File: src/rtl/cst_pkg.sv
package cst_pkg;

    localparam int CAPACITY_DEF  = 16;
    localparam int KEY_WIDTH_DEF = 32;

    localparam int MODE_W   = 2;
    localparam int KEY_IN_W = 32;
    localparam int STATUS_W = 3;
    localparam int COUNT_W  = 5;

    localparam logic [MODE_W-1:0] MODE_INSERT = 2'd0;
    localparam logic [MODE_W-1:0] MODE_ERASE  = 2'd1;

    localparam logic [STATUS_W-1:0] ST_INSERTED  = 3'd0;
    localparam logic [STATUS_W-1:0] ST_DUPLICATE = 3'd1;
    localparam logic [STATUS_W-1:0] ST_FULL      = 3'd2;
    localparam logic [STATUS_W-1:0] ST_ERASED    = 3'd3;
    localparam logic [STATUS_W-1:0] ST_NOT_FOUND = 3'd4;
    localparam logic [STATUS_W-1:0] ST_CLEARED   = 3'd5;

    // controller -> datapath
    typedef struct packed {
        logic                load;
        logic                idx_clr;
        logic                idx_inc;
        logic                rd_en;
        logic                rd_next;
        logic                wr_en;
        logic                wr_key;
        logic                cnt_clr;
        logic                cnt_inc;
        logic                cnt_dec;
        logic                out_load;
        logic [STATUS_W-1:0] out_status;
    } cst_cmd_t;

    // datapath -> controller
    typedef struct packed {
        logic hit;
        logic at_end;
        logic last_shift;
        logic full;
        logic out_free;
    } cst_stat_t;

endpackage

File: src/rtl/cst_ctrl.sv
module cst_ctrl
    import cst_pkg::*;
(
    input  logic              clk,
    input  logic              rst_n,
    input  logic              in_valid,
    input  logic [MODE_W-1:0] in_mode,
    output logic              in_ready,
    input  cst_stat_t         stat,
    output cst_cmd_t          cmd
);

    typedef enum logic [5:0] {
        S_IDLE = 6'b000001,
        S_RD   = 6'b000010,
        S_CMP  = 6'b000100,
        S_SHRD = 6'b001000,
        S_SHWR = 6'b010000,
        S_DONE = 6'b100000
    } state_t;

    state_t              state_reg, state_next;
    logic                erase_reg, erase_next;
    logic [STATUS_W-1:0] status_reg, status_next;

    always_ff @(posedge clk or negedge rst_n)
    begin
        if (!rst_n)
        begin
            state_reg  <= S_IDLE;
            erase_reg  <= 1'b0;
            status_reg <= ST_INSERTED;
        end
        else
        begin
            state_reg  <= state_next;
            erase_reg  <= erase_next;
            status_reg <= status_next;
        end
    end

    assign in_ready = (state_reg == S_IDLE);

    always_comb
    begin
        state_next     = state_reg;
        erase_next     = erase_reg;
        status_next    = status_reg;
        cmd            = '0;
        cmd.out_status = status_reg;

        unique case (state_reg)
            S_IDLE:
            begin
                if (in_valid)
                begin
                    cmd.load = 1'b1;
                    if (in_mode == MODE_INSERT || in_mode == MODE_ERASE)
                    begin
                        erase_next  = (in_mode == MODE_ERASE);
                        cmd.idx_clr = 1'b1;
                        state_next  = S_RD;
                    end
                    else
                    begin
                        cmd.cnt_clr = 1'b1;
                        status_next = ST_CLEARED;
                        state_next  = S_DONE;
                    end
                end
            end
            S_RD:
            begin
                if (stat.at_end)
                begin
                    // scan ran past the last stored key without a match
                    if (erase_reg)
                    begin
                        status_next = ST_NOT_FOUND;
                    end
                    else if (stat.full)
                    begin
                        status_next = ST_FULL;
                    end
                    else
                    begin
                        cmd.wr_en   = 1'b1;
                        cmd.wr_key  = 1'b1;
                        cmd.cnt_inc = 1'b1;
                        status_next = ST_INSERTED;
                    end
                    state_next = S_DONE;
                end
                else
                begin
                    cmd.rd_en  = 1'b1;
                    state_next = S_CMP;
                end
            end
            S_CMP:
            begin
                if (stat.hit)
                begin
                    if (erase_reg)
                    begin
                        state_next = S_SHRD;
                    end
                    else
                    begin
                        status_next = ST_DUPLICATE;
                        state_next  = S_DONE;
                    end
                end
                else
                begin
                    cmd.idx_inc = 1'b1;
                    state_next  = S_RD;
                end
            end
            S_SHRD:
            begin
                if (stat.last_shift)
                begin
                    cmd.cnt_dec = 1'b1;
                    status_next = ST_ERASED;
                    state_next  = S_DONE;
                end
                else
                begin
                    cmd.rd_en   = 1'b1;
                    cmd.rd_next = 1'b1;
                    state_next  = S_SHWR;
                end
            end
            S_SHWR:
            begin
                cmd.wr_en   = 1'b1;
                cmd.idx_inc = 1'b1;
                state_next  = S_SHRD;
            end
            S_DONE:
            begin
                if (stat.out_free)
                begin
                    cmd.out_load = 1'b1;
                    state_next   = S_IDLE;
                end
            end
            default:
            begin
                state_next = S_IDLE;
            end
        endcase
    end

endmodule

File: config.mk
export PLATFORM = sky130hd
export DESIGN_NAME = cst_ctrl
export DESIGN_NICKNAME = d
export VERILOG_FILES = /design/src/rtl/cst_pkg.sv /design/src/rtl/cst_ctrl.sv
export SDC_FILE = /design/constraint.sdc
export NUM_CORES = 1
export LEC_CHECK = 0
export BUFFER_PORTS_ARGS = -buffer_cell sky130_fd_sc_hd__clkbuf_2
export CAP_MARGIN = 20
export CORE_AREA = 2 2 39 41
export CTS_BUF_LIST = sky130_fd_sc_hd__clkbuf_8
export DETAILED_ROUTE_END_ITERATION = 10
export DIE_AREA = 0 0 41 43
export GPL_ROUTABILITY_DRIVEN = 1
export PLACE_DENSITY_LB_ADDON = 0.3
export SETUP_SLACK_MARGIN = 0.4
export SLEW_MARGIN = 10
export SYNTH_ARGS = -nofsm -noshare
export SYNTH_HDL_FRONTEND = slang
export SYNTH_SLANG_ARGS = --single-unit
File: constraint.sdc
create_clock -name clk -period 3.4 [get_ports clk]
set_input_delay 0.34 -clock clk [delete_from_list [all_inputs] [get_ports clk]]
set_output_delay 0.34 -clock clk [all_outputs]
set_load 0.03 [all_outputs]
**Yosys cells after proc, flatten, opt, wreduce, memory -nomap -nowiden**

Index checks and enable logic that the tools add are counted.

- Equal/unequal tests: 14
- Multiplexer cells: 42
- Reduce and logical (&&, ||, !) cells: 6

Operators with widths:

| operator | count |
|---|---|
| $mux W6 | 7 |
| $pmux W6 S6 | 1 |
| $mux W3 | 7 |
| $mux W1 | 16 |
| $mux W2 | 7 |
| $ne A2 B2 Y1 const B | 7 |
| $pmux W3 S4 | 1 |
| $reduce_and A7 Y1 | 1 |
| $eq A6 B1 Y1 const B | 1 |
| $eq A6 B2 Y1 const B | 1 |
| $eq A6 B3 Y1 const B | 1 |
| $eq A6 B4 Y1 const B | 1 |
| $eq A6 B5 Y1 const B | 1 |
| $eq A6 B6 Y1 const B | 1 |
| $pmux W1 S2 | 3 |
| $reduce_bool A4 Y1 | 1 |
| $reduce_and A3 Y1 | 1 |
| $eq A2 B1 Y1 const B | 1 |
| $logic_not A2 Y1 | 1 |
| $reduce_and A2 Y1 | 1 |
| $logic_or A1 B1 Y1 | 1 |

- Logic and storage cells: 65
- Output and inout port bits: 15
- Register bits after elaboration: 10

**Longest topological paths before layout**

- Depth after elaboration: 5
- Depth in mapped cells: 6
- Depth with buffers taken out: 6

**Worst setup path before layout**

No wires, ideal clock.

- Path type: reg2out
- Start point: reg state_reg[5]
- End point: out cmd[7] (netlist bit)
- Arrival time: 2555 ps
- Setup slack: 505 ps
- Path buffers: 1
- Stages on the path, launching flop included: 5
- Cell sequence: dfrtp_1 > nor4_1 > nand2_1 > nor4b_1 > buf_4

RTL lines:

| item | RTL line | text |
|---|---|---|
| start, declared | cst_ctrl.sv:22 | `state_t state_reg, state_next;` |
| start signal, assigned | cst_ctrl.sv:36 | `state_reg <= state_next;` |
| end, declared | cst_ctrl.sv:10 | `output cst_cmd_t cmd` |

==> results_dict.tcl <==
set metrics [dict create \
    num_rows 14 \
    cts_root_buf "clkbuf_8" \
    cp_cell_sequence "nor4_1, nand2_1, nor4b_1, a21o_1, clkbuf_2" \
    final_util_pct 59.4 \
    grt_start_max_net_pins 11 \
    antenna_found_initial 0 \
    synth_area_leaders "dfrtp_1 (36%), nor2b_1 (5.0%), mux2_4 (4.8%), nor2_1 (4.8%), a311oi_4 (4.2%)" \
    final_area_um2 822 \
    finalCritPeriodShare_pct 75.3 \
    syn_inst 65 \
    final_net_count 104 \
    path_class "register to primary output" \
    port_buffers 24 \
    core_area_um2 1380 \
    largest_reg_flops 6 \
    p_total_uw 605 \
    cts_tree "built" \
    ioPinCount 25 \
    track_usage_pct 21.7 \
    grt_pass1_vias 553 \
    muxShareOfSynthArea_pct 8.22 \
    fin_skew_ns 0.00734 \
    critPathArrivalTime_ns 2.22 \
    synth_top_family_by_area "simple AND/OR/NAND/NOR gates" \
    wire_per_inst_um 14.2 \
    antenna_cells 0 \
    status "complete, no violations" \
    synth-simple-area-share_pct 31.7 \
    fp.dieH_um 43 \
    met1_length_um 670 \
    max_stage_delay_ns 0.49 \
    endpoint_kind "primary output" \
    synth_top_area_share_pct 36.1 \
    wl_met3_um 95 \
    routed_wl_um 1550 \
    clock_latency_ns 0.24 \
    ir_drop_mv 0.378 \
    overflow 0 \
    crit_fanout 6 \
    synth-xor-area-share_pct 1.40 \
    async_reset_ff_share_pct 100 \
    cts_htree_levels 1 \
    cp-startpoint "state_reg[5]" \
    rsz0062_at_grt "false" \
    wl_met2_um 769 \
    report.final.hold_viol_count 0 \
    setup_ws_ns 0.839 \
    area.growth.synth_to_final_pct 31.7 \
    drt-pass1-iter-count 4 \
    via_per_inst 5.50 \
    cts_buffer_depth 2 \
    yosys_most_used_dff "dfrtp_1" \
    die_area_um2 1760 \
    synth.avg_cell_area_um2 9.61 \
    dpl.hpwl_um 1250 \
    tns_ns 0 \
    setup_viol 0 \
    synth_most_common_cell "dfrtp_1" \
    rr_startpoint "state_reg[1]" \
    top_layer "met4" \
    yosysWarnings 0 \
    ys_ff_latch 10 \
    r2r_slack_ns 0.99 \
    worstReg2RegEnd "status_reg[0]" \
    cts.clk_slew.worst_paths_ns 0.05 \
    synth_compound_area_share_pct 15.4 \
    grt_pass1_wl_um 2480 \
    place_area_um2 757 \
    start_util_pct 45.1 \
    worst-r2r-cell-count 5 \
    slowest_stage "nor4b_1" \
    drv_slew 0 \
    synth_fp_nets 75 \
    die_w_um 41 \
    fmax_ghz 0.391 \
    cts_buffers 3 \
    worstPathRequired_ns 3.06 \
    routabilityCongestion 0.794 \
    cts_sinks 10 \
    max_slew_margin_pct 67.5 \
    post_cts_buffers 0 \
    hp-class "input pin to register" \
    drv_cap 0 \
    synthesis.area_um2 624 \
    tightest_slew_ns 0.481 \
    synth_edf_count 0 \
    crit_path_start_kind "register" \
    synthAdderAreaFrac_pct 0 \
    crit_end "cmd[8]" \
    leakage_uw 0.000410 \
    num_vias 600 \
    place_ws_ns 0.999 \
    drtIter0Drc 23 \
    drc 0 \
    period_minus_slack_ns 2.56 \
    yosysSeqAreaShare_pct 40.3 \
    ant_nets 0 \
    power.density_nw_per_um2 735 \
    synth_area_leader_cell "dfrtp_1" \
    yosysUniqueCellTypes 31 \
    cts_resized 0 \
    synthTopCellsByCount "dfrtp_1 (9), nor2_1 (8), nand2_1 (5), nor2b_1 (5), o21ai_0 (4)" \
    drive_gt1_share_pct 38.7 \
]
==> critical path, delay by kind of cell (launching register included) <==
| family | cells | cell delay (ns) |
|---|---|---|
| simple gates | 3 | 1.24 |
| compound gates | 1 | 0.14 |
| flops | 1 | 0.42 |
| buf+inv | 1 | 0.20 |
==> power by group <==
group / leakage [µW] / total (µW) / internal [µW] / switching (µW)
sequential: 0.000122 / 180 / 150 / 29.3
combinational: 0.000259 / 276 / 109 / 167
clock: 0.0000288 / 149 / 102 / 47.4
total: 0.000410 / 605 / 361 / 243
==> metrics by stage <==
stage	hold WS [ns]	cells
floorplan	0.0444	65
global placement	0.219	104
detailed placement	0.219	104
CTS	0.292	109
global route	0.300	109
finish	0.306	109
==> cells by family after synthesis <==
group,count (synthesis)
buffers and inverters,4
AND/OR/NAND/NOR,34
AO/OA/AOI/OAI,12
multiplexers,4
flip-flops,10
XOR/XNOR,1
==> layer usage <==
metal  track usage [%]  up-vias
met5                 0        -
li1                  -      289
met1              30.1      283
met4              10.0        0
met3              5.24        2
met2              30.9       26
==> cells in the final DEF, fill, tap and decap left out, types with 2 or more instances in the layout <==
cell type | netlist | routed
dfrtp_1 | 9 | 9
nor2b_1 | 5 | 5
nor2_1 | 8 | 8
mux2_4 | 2 | 2
nand2_1 | 5 | 5
and2_1 | 3 | 3
clkbuf_2 | 0 | 24
nor4b_1 | 2 | 2
clkbuf_8 | 0 | 4
o21ai_0 | 4 | 4
nor3_1 | 3 | 3
inv_1 | 3 | 3
==> repair_timing <==
| action | in CTS | in global routing |
|---|---|---|
| hold buffers | 1 | 0 |
| hold endpoints to repair | 9 | 0 |
| setup endpoints to repair | 0 | 0 |
==> cell type report <==
class                      instances  area (µm²)
fill                             124         562
multi-input combinational         51         354
sequential                        10         251
timing repair buffer              25         130
clock buffer                       4        55.1
tap                               16        20.0
inverter                           3        11.3
==> how the worst min path moves through the flow <==
stage	slack, ns	depth (start not counted)	end	from
after floorplan	0.04	0	erase_reg	rst_n
after global placement	0.22	1	erase_reg	rst_n
after detailed placement	0.22	1	erase_reg	rst_n
after CTS	0.29	2	state_reg[2]	stat[3]
after global routing	0.30	2	state_reg[2]	stat[3]
final	0.31	2	state_reg[2]	stat[3]
Note: power is estimated with default switching activity, not from simulation.
