--- src/rtl/cst_pkg.sv ---
package cst_pkg;

    localparam int CAPACITY_DEF  = 16;
    localparam int KEY_WIDTH_DEF = 32;

    localparam int MODE_W   = 2;
    localparam int KEY_IN_W = 32;
    localparam int STATUS_W = 3;
    localparam int COUNT_W  = 5;

    localparam logic [MODE_W-1:0] MODE_INSERT = 2'd0;
    localparam logic [MODE_W-1:0] MODE_ERASE  = 2'd1;

    localparam logic [STATUS_W-1:0] ST_INSERTED  = 3'd0;
    localparam logic [STATUS_W-1:0] ST_DUPLICATE = 3'd1;
    localparam logic [STATUS_W-1:0] ST_FULL      = 3'd2;
    localparam logic [STATUS_W-1:0] ST_ERASED    = 3'd3;
    localparam logic [STATUS_W-1:0] ST_NOT_FOUND = 3'd4;
    localparam logic [STATUS_W-1:0] ST_CLEARED   = 3'd5;

    // controller -> datapath
    typedef struct packed {
        logic                load;
        logic                idx_clr;
        logic                idx_inc;
        logic                rd_en;
        logic                rd_next;
        logic                wr_en;
        logic                wr_key;
        logic                cnt_clr;
        logic                cnt_inc;
        logic                cnt_dec;
        logic                out_load;
        logic [STATUS_W-1:0] out_status;
    } cst_cmd_t;

    // datapath -> controller
    typedef struct packed {
        logic hit;
        logic at_end;
        logic last_shift;
        logic full;
        logic out_free;
    } cst_stat_t;

endpackage

--- src/rtl/cst_ram.sv ---
module cst_ram #(
    parameter int WIDTH = 32,
    parameter int DEPTH = 16,
    localparam int ADDR_W = (DEPTH > 1) ? $clog2(DEPTH) : 1
) (
    input  logic              clk,
    input  logic              wr_en,
    input  logic [ADDR_W-1:0] wr_addr,
    input  logic [WIDTH-1:0]  wr_data,
    input  logic              rd_en,
    input  logic [ADDR_W-1:0] rd_addr,
    output logic [WIDTH-1:0]  rd_data
);

    logic [WIDTH-1:0] mem_reg [DEPTH];
    logic [WIDTH-1:0] rd_data_reg;

    always_ff @(posedge clk)
    begin
        if (wr_en)
        begin
            mem_reg[wr_addr] <= wr_data;
        end
        if (rd_en)
        begin
            rd_data_reg <= mem_reg[rd_addr];
        end
    end

    assign rd_data = rd_data_reg;

endmodule

--- src/rtl/cst_dp.sv ---
module cst_dp
    import cst_pkg::*;
#(
    parameter int CAPACITY  = CAPACITY_DEF,
    parameter int KEY_WIDTH = KEY_WIDTH_DEF
) (
    input  logic                clk,
    input  logic                rst_n,
    input  logic [KEY_IN_W-1:0] in_key,
    input  cst_cmd_t            cmd,
    output cst_stat_t           stat,
    output logic                out_valid,
    input  logic                out_ready,
    output logic [STATUS_W-1:0] out_status,
    output logic [COUNT_W-1:0]  out_count,
    output logic                out_is_empty
);

    localparam int CNT_W  = $clog2(CAPACITY + 1);
    localparam int ADDR_W = $clog2(CAPACITY);

    logic [KEY_WIDTH-1:0] key_reg;
    logic [CNT_W-1:0]     idx_reg, idx_next;
    logic [CNT_W-1:0]     cnt_reg, cnt_next;
    logic                 out_valid_reg, out_valid_next;
    logic [STATUS_W-1:0]  out_status_reg;
    logic [COUNT_W-1:0]   out_count_reg;
    logic                 out_empty_reg;

    logic [CNT_W-1:0]     idx_plus;
    logic [CNT_W:0]       idx_plus_wide;
    logic [ADDR_W-1:0]    rd_addr;
    logic [KEY_WIDTH-1:0] rd_data;
    logic [KEY_WIDTH-1:0] wr_data;

    assign idx_plus      = idx_reg + CNT_W'(1);
    assign idx_plus_wide = {1'b0, idx_reg} + (CNT_W + 1)'(1);
    assign rd_addr       = cmd.rd_next ? idx_plus[ADDR_W-1:0] : idx_reg[ADDR_W-1:0];
    assign wr_data       = cmd.wr_key ? key_reg : rd_data;

    cst_ram #(
        .WIDTH (KEY_WIDTH),
        .DEPTH (CAPACITY)
    ) u_entries (
        .clk     (clk),
        .wr_en   (cmd.wr_en),
        .wr_addr (idx_reg[ADDR_W-1:0]),
        .wr_data (wr_data),
        .rd_en   (cmd.rd_en),
        .rd_addr (rd_addr),
        .rd_data (rd_data)
    );

    always_comb
    begin
        idx_next = idx_reg;
        if (cmd.idx_clr)
        begin
            idx_next = '0;
        end
        else if (cmd.idx_inc)
        begin
            idx_next = idx_plus;
        end

        cnt_next = cnt_reg;
        if (cmd.cnt_clr)
        begin
            cnt_next = '0;
        end
        else if (cmd.cnt_inc)
        begin
            cnt_next = cnt_reg + CNT_W'(1);
        end
        else if (cmd.cnt_dec)
        begin
            cnt_next = cnt_reg - CNT_W'(1);
        end

        out_valid_next = out_valid_reg;
        if (cmd.out_load)
        begin
            out_valid_next = 1'b1;
        end
        else if (out_valid_reg && out_ready)
        begin
            out_valid_next = 1'b0;
        end
    end

    always_ff @(posedge clk or negedge rst_n)
    begin
        if (!rst_n)
        begin
            idx_reg       <= '0;
            cnt_reg       <= '0;
            out_valid_reg <= 1'b0;
        end
        else
        begin
            idx_reg       <= idx_next;
            cnt_reg       <= cnt_next;
            out_valid_reg <= out_valid_next;
        end
    end

    always_ff @(posedge clk)
    begin
        if (cmd.load)
        begin
            key_reg <= KEY_WIDTH'(in_key);
        end
        if (cmd.out_load)
        begin
            out_status_reg <= cmd.out_status;
            out_count_reg  <= COUNT_W'(cnt_reg);
            out_empty_reg  <= (cnt_reg == '0);
        end
    end

    assign stat.hit        = (rd_data == key_reg);
    assign stat.at_end     = (idx_reg == cnt_reg);
    assign stat.last_shift = (idx_plus_wide >= {1'b0, cnt_reg});
    assign stat.full       = (cnt_reg == CNT_W'(CAPACITY));
    assign stat.out_free   = !out_valid_reg || out_ready;

    assign out_valid    = out_valid_reg;
    assign out_status   = out_status_reg;
    assign out_count    = out_count_reg;
    assign out_is_empty = out_empty_reg;

endmodule

--- config.mk ---
export PLATFORM = sky130hd
export DESIGN_NAME = cst_dp
export DESIGN_NICKNAME = d
export VERILOG_FILES = /design/src/rtl/cst_pkg.sv /design/src/rtl/cst_ram.sv /design/src/rtl/cst_dp.sv
export SDC_FILE = /design/constraint.sdc
export NUM_CORES = 1
export LEC_CHECK = 0
export BUFFER_PORTS_ARGS = -buffer_cell sky130_fd_sc_hd__buf_2
export CAP_MARGIN = 5
export CELL_PAD_IN_SITES_DETAIL_PLACEMENT = 0
export CELL_PAD_IN_SITES_GLOBAL_PLACEMENT = 1
export CORE_ASPECT_RATIO = 2
export CORE_UTILIZATION = 40
export CTS_CLUSTER_DIAMETER = 120
export DETAILED_ROUTE_END_ITERATION = 8
export PLACE_DENSITY_LB_ADDON = 0.1
export SLEW_MARGIN = 20
export SYNTH_ARGS = -nofsm -noshare
export SYNTH_HDL_FRONTEND = slang
export SYNTH_HIERARCHICAL = 1
export SYNTH_SLANG_ARGS = --single-unit
--- constraint.sdc ---
create_clock -name clk -period 3.5 [get_ports clk]
set_clock_uncertainty 0.15 [all_clocks]
set_input_delay 0.175 -clock clk [delete_from_list [all_inputs] [get_ports clk]]
set_output_delay 0.175 -clock clk [all_outputs]
set_load 0.02 [all_outputs]
After elaboration in Yosys (flattened, before gate mapping):

Memories as Yosys holds them, arrays and structs flattened. A register that Yosys moved wholly into a read port is not among the register bits.
Index checks and enable logic that the tools add are counted.

* $add $sub $neg: 4
* magnitude comparators: 1
* equal/unequal tests: 3
* muxes and demuxes: 11
* reductions and logical operators: 7

Operators by type and width (number)
* $eq A32 B32 Y1: 1
* $mux W32: 1
* $mux W5: 5
* $add A5 B1 Y5 const B: 2
* $add A5 B1 Y6 const B: 1
* $ge A6 B5 Y1: 1
* $eq A5 B5 Y1: 1
* $eq A5 B5 Y1 const B: 1
* $logic_not A5 Y1: 1
* $sub A5 B1 Y5 const B: 1
* $mux W1: 4
* $mux W4: 1
* $reduce_bool A2 Y1: 2
* $reduce_bool A3 Y1: 1
* $logic_and A1 B1 Y1: 1
* $logic_not A1 Y1: 1
* $logic_or A1 B1 Y1: 1

* flip-flop bits (word level): 52
* bits in writable memories: 512
* bits of input ports: 49
* output and inout port bits: 15
* word-level logic and storage cells: 34
* memories: 1

Memory list
* u_entries.mem_reg: depth 16, width 32, rd ports 1, clocked after Yosys merged registers in 1, write ports 1, line cst_ram.sv:15 `logic [WIDTH-1:0] mem_reg [DEPTH];`

Longest topological paths before layout:

Gate-level depths: netlist of run 1.

* depth in word-level cells: 4
* mapped depth: 9

Modules after synthesis:

The synthesis of run 1 kept the hierarchy.

By module, submodules not included
* cst_ram: times used 1, cells each 838, area an instance 20174.3 µm², sequential area each 16335.7 µm²
* cst_dp: times used 1, cells each 213, area an instance 2830.2 µm², sequential area each 1506.4 µm²

Worst setup path after synthesis of run 1:

No wires, ideal clock.

* path kind: register to register
* start point: register idx_reg[2]
* end point: memory u_entries.mem_reg[0][0] (enable)
* data arrival time: 3.108 ns
* data required time: 2.889 ns
* slack: -0.219 ns
* stages on the path, launching flop included: 3
* buffers on the path: 0
* clock period less this slack: 3.719 ns
* cell sequence: dfrtp_1 or3b_2 nor3_1

RTL lines
* start: declaration: line cst_dp.sv:23 `logic [CNT_W-1:0] idx_reg, idx_next;`
* start signal: assignment: line cst_dp.sv:101 `idx_reg <= idx_next;`
* end: declaration: line cst_ram.sv:15

No word-level cell before the write port.

Final worst setup path of run 1:

* start point: register idx_reg[1]
* end point: register u_entries.rd_data_reg[26], in the netlist u_entries/rd_data[26] (read register of u_entries.mem_reg), data pin

* cells in the longest elaborated chain, start to end: 2

RTL lines
* $add A5 B1 Y5: line cst_dp.sv:36 `assign idx_plus = idx_reg + CNT_W'(1);`
* $mux W4 *: line cst_dp.sv:38 `assign rd_addr = cmd.rd_next ? idx_plus[ADDR_W-1:0] : idx_reg[ADDR_W-1:0];`
* net rd_addr[1]: line cst_dp.sv:32 `logic [ADDR_W-1:0] rd_addr;`
* end: declaration: line cst_ram.sv:16 `logic [WIDTH-1:0] rd_data_reg;`

The timed path passes the listed nets; every way through them passes the cells marked *.
A chain may end at the register's enable or synchronous reset.

==> qor.yml, run 1 <==
outcome:
  status: "completed"
critical_path:
  critPathKind: "flop to flop"
  slowest_stage: "dfrtp_1"
  cp_slowest_stage_delay_ps: 560
  required_ps: 3700
  setup.worst_path.end_class: "flop"
  worst_setup_path_start_kind: "flop"
  worstPathArrival_ps: 3130
  crit_chain: "ha_1 -> mux2_8 -> buf_12 -> mux4_2 -> a22oi_1 -> nand2_1"
  cp_max_fo: 42
pwr:
  pwr-share-seq_pct: 52.9
  cellLeakagePower_uw: 0.00863
  sw_frac_of_total_pct: 23.2
  p_clk_share_pct: 36.5
  switchingPower_uw: 3680
  powerDensity_nw_per_um2: 588
  comb_power_share_pct: 10.6
  p_int_uw: 12100
  ir_worst_vdd_mv: 0.383
route:
  wl_met2_um: 31300
  dr_total_vias: 10900
  first_pass_iters: 5
  wire_per_inst_um: 28.5
  route.layer.met1.wl_um: 22600
  vias_per_cell: 5.45
  drt_wl_total_um: 57200
  ant_nets: 0
  top_layer: "met5"
  drt_iter0_drc: 856
  wl_met3_um: 1960
  drcViolationCount: 0
floorplan:
  start_util_pct: 40.4
  core_um2: 56900
  io_pins: 64
  die_h_um: 341
  die_w_um: 172
  std_cell_rows: 124
  die_area_um2: 58500
synthesis:
  synth_area_leaders: "edfxtp_1 (76%), mux4_2 (13%), a22oi_1 (2.1%), xor2_1 (1.6%), dfrtp_1 (1.2%)"
  synth.distinct_cells: 43
  seq_area_frac_synth_pct: 77.6
  yosysTopAreaCell: "edfxtp_1"
  ys_ff_latch: 596
  syn_inst: 1051
  syn-mean-instance-area_um2: 21.9
  synth_area_um2: 23000
  yosysWarnings: 6
  synthArstFlopShare_pct: 1.85
  synth_flop_cell: "edfxtp_1"
  synth_edf_count: 585
  yosys.area.top_type_share_pct: 76.4
  synth_fp_nets: 1110
timing:
  relSlewSlack_pct: 43.6
  rsz0062_at_grt: "no"
  finalCritPeriodShare_pct: 83.9
  period_needed_ps: 2940
  final.setup.tns_ps: 0
  final-setup-viol-count: 0
  final.setup.worst_slack_ps: 563
  drv_slew: 0
  hold_viol_final: 0
  worst_pin_slew_ps: 838
  max_freq_ghz: 0.340
cells_and_area:
  post-route-util_pct: 47.2
  fill_cells: 4825
  largest_register_ffs: 512
  final_cell_area_um2: 26900
  final_common_cell: "edfxtp_1"
  layout-drive-gt1-share_pct: 28.7
  layout_common_cells: "edfxtp_1 (585), mux4_2 (128), a22oi_1 (64), buf_2 (63), clkbuf_16 (53)"
  nNetsFinal: 1268
  diodes: 0
  syn_to_final_growth_pct: 16.9
cts:
  worstSkewPairLatency_ps: 590
  htree_levels: 2
  cts_tree: "built"
  clkSinkCount: 596
  clock_path_buffers: 3
  path_clk_slew_ps: 70
  cts_buffers: 53
  cts_root_buffer: "clkbuf_16"
global_routing:
  grt_max_degree: 51
  grt-ovfl-total: 0
  antenna_found_initial: 1
  first_global_vias: 12000
  grt_usage_pct: 20.4
  grt_pass1_wl_um: 82500
place:
  hpwl_um: 30300
  place_area_um2: 24700
  post-place-ws_ps: 510
  port_buffers: 63
  place.gp.congestion: 0.704
worst_hold_path:
  hp-class: "input pin to flop"
run:
  maxCapViolations: 0
power by group through the flow:
| stage | combinational, uW | clock, uW | sequential, uW |
|---|---|---|---|
| floorplan | 1120 | 0 | 8490 |
| global placement | 1650 | 0 | 8520 |
| detailed placement | 1680 | 0 | 8520 |
| CTS | 1730 | 5930 | 8370 |
| global route | 1830 | 6120 | 8390 |
| finish | 1680 | 5770 | 8370 |
logic make-up (layout without fill, tap and decap cells):
family                     Yosys count  count (layout)  share of synthesized area, %
AOI/OAI and AO/OA                   80              80                          2.53
xor gates and xnor gates            48              48                          1.83
adders and majority gates           10              10                         0.577
buffers and inverters               56             255                          1.21
DFF                                596             596                          77.6
muxes                              162             162                          14.2
and+or+nand+nor                     99              99                          2.10
final timing paths:
kind                                        start                              end  slack [ps]  cells after the start
hold / removal                            cmd[10]  u_entries/rd_data[14]$_DFFE_PP_          70                      1
hold reg to reg            cnt_reg[2]$_DFFE_PN0P_           out_count[2]$_DFFE_PP_         460                      0
setup / recovery           idx_reg[1]$_DFFE_PN0P_  u_entries/rd_data[26]$_DFFE_PP_         560                      6
min in group asynchronous                   rst_n           idx_reg[3]$_DFFE_PN0P_         500                      3
max in group asynchronous                   rst_n           cnt_reg[3]$_DFFE_PN0P_        2290                      3
setup reg to reg           idx_reg[1]$_DFFE_PN0P_  u_entries/rd_data[26]$_DFFE_PP_         560                      6
Yosys cell counts (10+ instances only):
cell type,count
a22oi_1,64
mux2_2,22
buf_4,11
mux2_1,11
clkbuf_1,18
dfrtp_1,11
buf_2,10
nor4_1,10
nor2_1,21
nand2_1,38
mux4_2,128
xor2_1,41
edfxtp_1,585
worst max-delay path, delay by kind of cell, from the launching register on:
kind | cells | cell delay (ps)
fa+ha+maj | 1 | 440
mux | 2 | 810
compound gates | 1 | 250
buf+inv | 1 | 300
flops | 1 | 560
simple gates | 1 | 90
metal layers:
layer | GRT usage, % | vias up
met4 | 5.67 | 2
met3 | 2.35 | 80
met1 | 25.2 | 5894
li1 | - | 4688
met5 | 0 | -
met2 | 37.0 | 267
through the flow:
stage          hold WS, ps  power [uW]  std cells
5_1_grt               51.6       16300       2006
3_3_place_gp         -65.4       10200       1862
4_1_cts               42.0       16000       2006
6_report              71.5       15800       2006
2_1_floorplan         -271        9610       1051
3_5_place_dp         -65.7       10200       1862
cell type report:
class / count / area [um2] / area share [%]
Timing Repair Buffer: 153 / 1340 / 4.97
Inverter: 6 / 22.5 / 0.0838
Sequential cell: 596 / 17800 / 66.4
Clock inverter: 37 / 329 / 1.22
Tap cell: 756 / 946 / 3.52
Clock buffer: 59 / 1350 / 5.02
Multi-Input combinational cell: 399 / 5060 / 18.8
what timing repair did:
action	4_1_cts	5_1_grt
resized for setup	0	0
hold endpoints to repair	66	0
hold buffers	48	0
buffers inserted	0	0
(Power assumes the default switching activity.)
==> run 2, diff against run 1 <==
Clock period 3.5 ns to 3 ns, I/O delays scaled along.
==> run 2 against run 1 <==
Compared with the run above:
- combinational power up 21%
- final cell count increased by 1.0%
- sequential share of layout area is 0.57 points lower
- clock power up 18%
- largest power group unchanged
- count of clock-buffer cells in the layout grew 3
- sequential power increased by 17%
- critical path type unchanged
- routed wire length increased by 1.5%
- largest cell class unchanged
- critical path depth unchanged
- sequential cell count unchanged
- final area up 0.87%
==> qor.yml, run 2 (synthesized netlist as in run 1, its figures left out) <==
critical_path:
  ff2ff_setup_slack_ps: 180  # -380 ps
  worst_setup_path_start_kind: "flop"
  worstReg2RegEnd: "u_entries/rd_data[14]$_DFFE_PP_"
  cp-endpoint: "u_entries/rd_data[14]$_DFFE_PP_"
  rr_worst_depth: 6  # unchanged
  worstPathArrival_ps: 3010  # -120 ps
  cp_max_fo: 55  # +31%
  required_ps: 3190  # -510 ps
  crit_start: "idx_reg[1]$_DFFE_PN0P_"
  crit-reg2reg-launch: "idx_reg[1]$_DFFE_PN0P_"
  setup.worst_path.end_class: "flop"
  critPathKind: "flop to flop"
pwr:
  p_int_uw: 14300  # +18%
  p_clk_share_pct: 36.6  # about the same
  cellLeakagePower_uw: 0.00875  # +1.4%
  switchingPower_uw: 4290  # +17%
  powerDensity_nw_per_um2: 686  # +17%
  ir_worst_vdd_mv: 0.428  # +12%
  pwr-share-seq_pct: 52.5  # -0.4 points
  comb_power_share_pct: 10.9  # +0.3 points
  sw_frac_of_total_pct: 23.1  # -0.16 points
route:
  first_pass_iters: 5  # unchanged
  ant_nets: 0  # unchanged
  wire_per_inst_um: 28.7  # +0.53%
  vias_per_cell: 5.40  # -0.88%
  drcViolationCount: 0  # unchanged
  drt_wl_total_um: 58100  # +1.5%
  dr_total_vias: 10900  # +0.11%
  drt_iter0_drc: 793  # -7.4%
timing:
  relSlewSlack_pct: 47.5  # +3.9 points
  final-setup-viol-count: 0  # unchanged
  holdWs_ps: 28.9  # -42.5 ps
  finalCritPeriodShare_pct: 94.0  # +10 points
  max_freq_ghz: 0.355  # +4.2%
  hold_viol_final: 0  # unchanged
  rsz0062_at_grt: "no"
  final.setup.tns_ps: 0  # unchanged
  worst_pin_slew_ps: 786  # -52.0 ps
  period_needed_ps: 2820  # -117 ps
  drv_slew: 0  # unchanged
place:
  dp_cells: 1880  # +0.97%
  hpwl_um: 33000  # +8.8%
  place.gp.congestion: 0.721  # +2.5%
  port_buffers: 63  # unchanged
cells_and_area:
  stdcell_count: 2026  # +1.0%
  layout_common_cells: "edfxtp_1 (585), mux4_2 (128), a22oi_1 (64), buf_2 (63), clkbuf_16 (55)"
  diodes: 0  # unchanged
  final_common_cell: "edfxtp_1"
  nNetsFinal: 1288  # +1.6%
  layout-drive-gt1-share_pct: 29.1  # +0.41 points
  syn_to_final_growth_pct: 17.9
  largest_register_ffs: 512  # unchanged
floorplan:
  die_h_um: 341  # unchanged
  die_area_um2: 58500  # unchanged
  std_cell_rows: 124  # unchanged
  die_w_um: 172  # unchanged
  io_pins: 64  # unchanged
  start_util_pct: 40.4  # unchanged
  core_um2: 56900  # unchanged
outcome:
  status: "completed"
global_routing:
  grt_max_degree: 56  # +9.8%
  grt-ovfl-total: 0  # unchanged
  antenna_found_initial: 1  # unchanged
  grt_pass1_wl_um: 83600  # +1.3%
  first_global_vias: 12100  # +0.89%
  grt_usage_pct: 20.7  # +0.35 points
cts:
  clkSinkCount: 596  # unchanged
  cts_tree: "built"
  cts_buffers: 54  # +1.9%
  clock_path_buffers: 3  # unchanged
  path_clk_slew_ps: 60  # about the same
  htree_levels: 2  # unchanged
  cts-resized-gates: 0  # unchanged
  cts_root_buffer: "clkbuf_16"
  worstSkewPairLatency_ps: 590  # about the same
run:
  maxCapViolations: 0  # unchanged
worst_hold_path:
  hp-class: "input pin to flop"
[run 2: area by class of cell]
class,instances,area [um2]
Multi-Input combinational cell,399,5080
Tap cell,756,946
Timing Repair Buffer,172,1520
Clock buffer,62,1400
Fill cell,4782,29800
Clock inverter,35,307
Inverter,6,22.5
Sequential cell,596,17800
[run 2: worst min-delay path by stage]
stage / from / end / cells past startpoint
after CTS: cmd[10] / u_entries/rd_data[1]$_DFFE_PP_ / 1
final: cmd[10] / u_entries/rd_data[16]$_DFFE_PP_ / 1
after detailed placement: rst_n / idx_reg[4]$_DFFE_PN0P_ / 1
after global placement: rst_n / idx_reg[4]$_DFFE_PN0P_ / 1
after global routing: cmd[10] / u_entries/rd_data[16]$_DFFE_PP_ / 1
after floorplan: rst_n / cnt_reg[0]$_DFFE_PN0P_ / 0
[run 2: metrics by stage]
step / cell area (um2) / setup slack (ps) / total power [uW] / util, %
3_5_place_dp: 24900 / 154 / 12000 / 43.8
4_1_cts: 27100 / 117 / 18800 / 47.6
3_3_place_gp: 24900 / 171 / 11900 / 43.7
2_1_floorplan: 23000 / 152 / 11200 / -
6_report: 27100 / 180 / 18600 / 47.6
5_1_grt: 27100 / 34.6 / 19200 / 47.6
[run 2: power groups by stage]
stage / clock [uW] / combinational [uW] / sequential [uW]
floorplan: 0 / 1310 / 9910
global placement: 0 / 2000 / 9940
detailed placement: 0 / 2030 / 9940
CTS: 6970 / 2090 / 9770
global route: 7230 / 2200 / 9780
finish: 6800 / 2030 / 9760
[run 2: critical path, stage by stage (launching register included)]
cell and delay, ps:
dfrtp_1 430, ha_1 370, mux2_8 540, buf_4 310, mux4_2 320, a22oi_1 290, nand2_1 80
[run 2: routing by layer]
metal  vias up  wire length (um)  GRT usage, %
met5         -                 0             0
met4         0              1230          5.52
met3        74              1750          1.99
met2       225             31700          37.9
met1      5911             23400          25.8
li1       4733                 -             -
[run 2: timing repair]
item                      in CTS  in global routing
buffers inserted               0                  0
hold endpoints to repair      84                  0
hold buffers                  49                  0
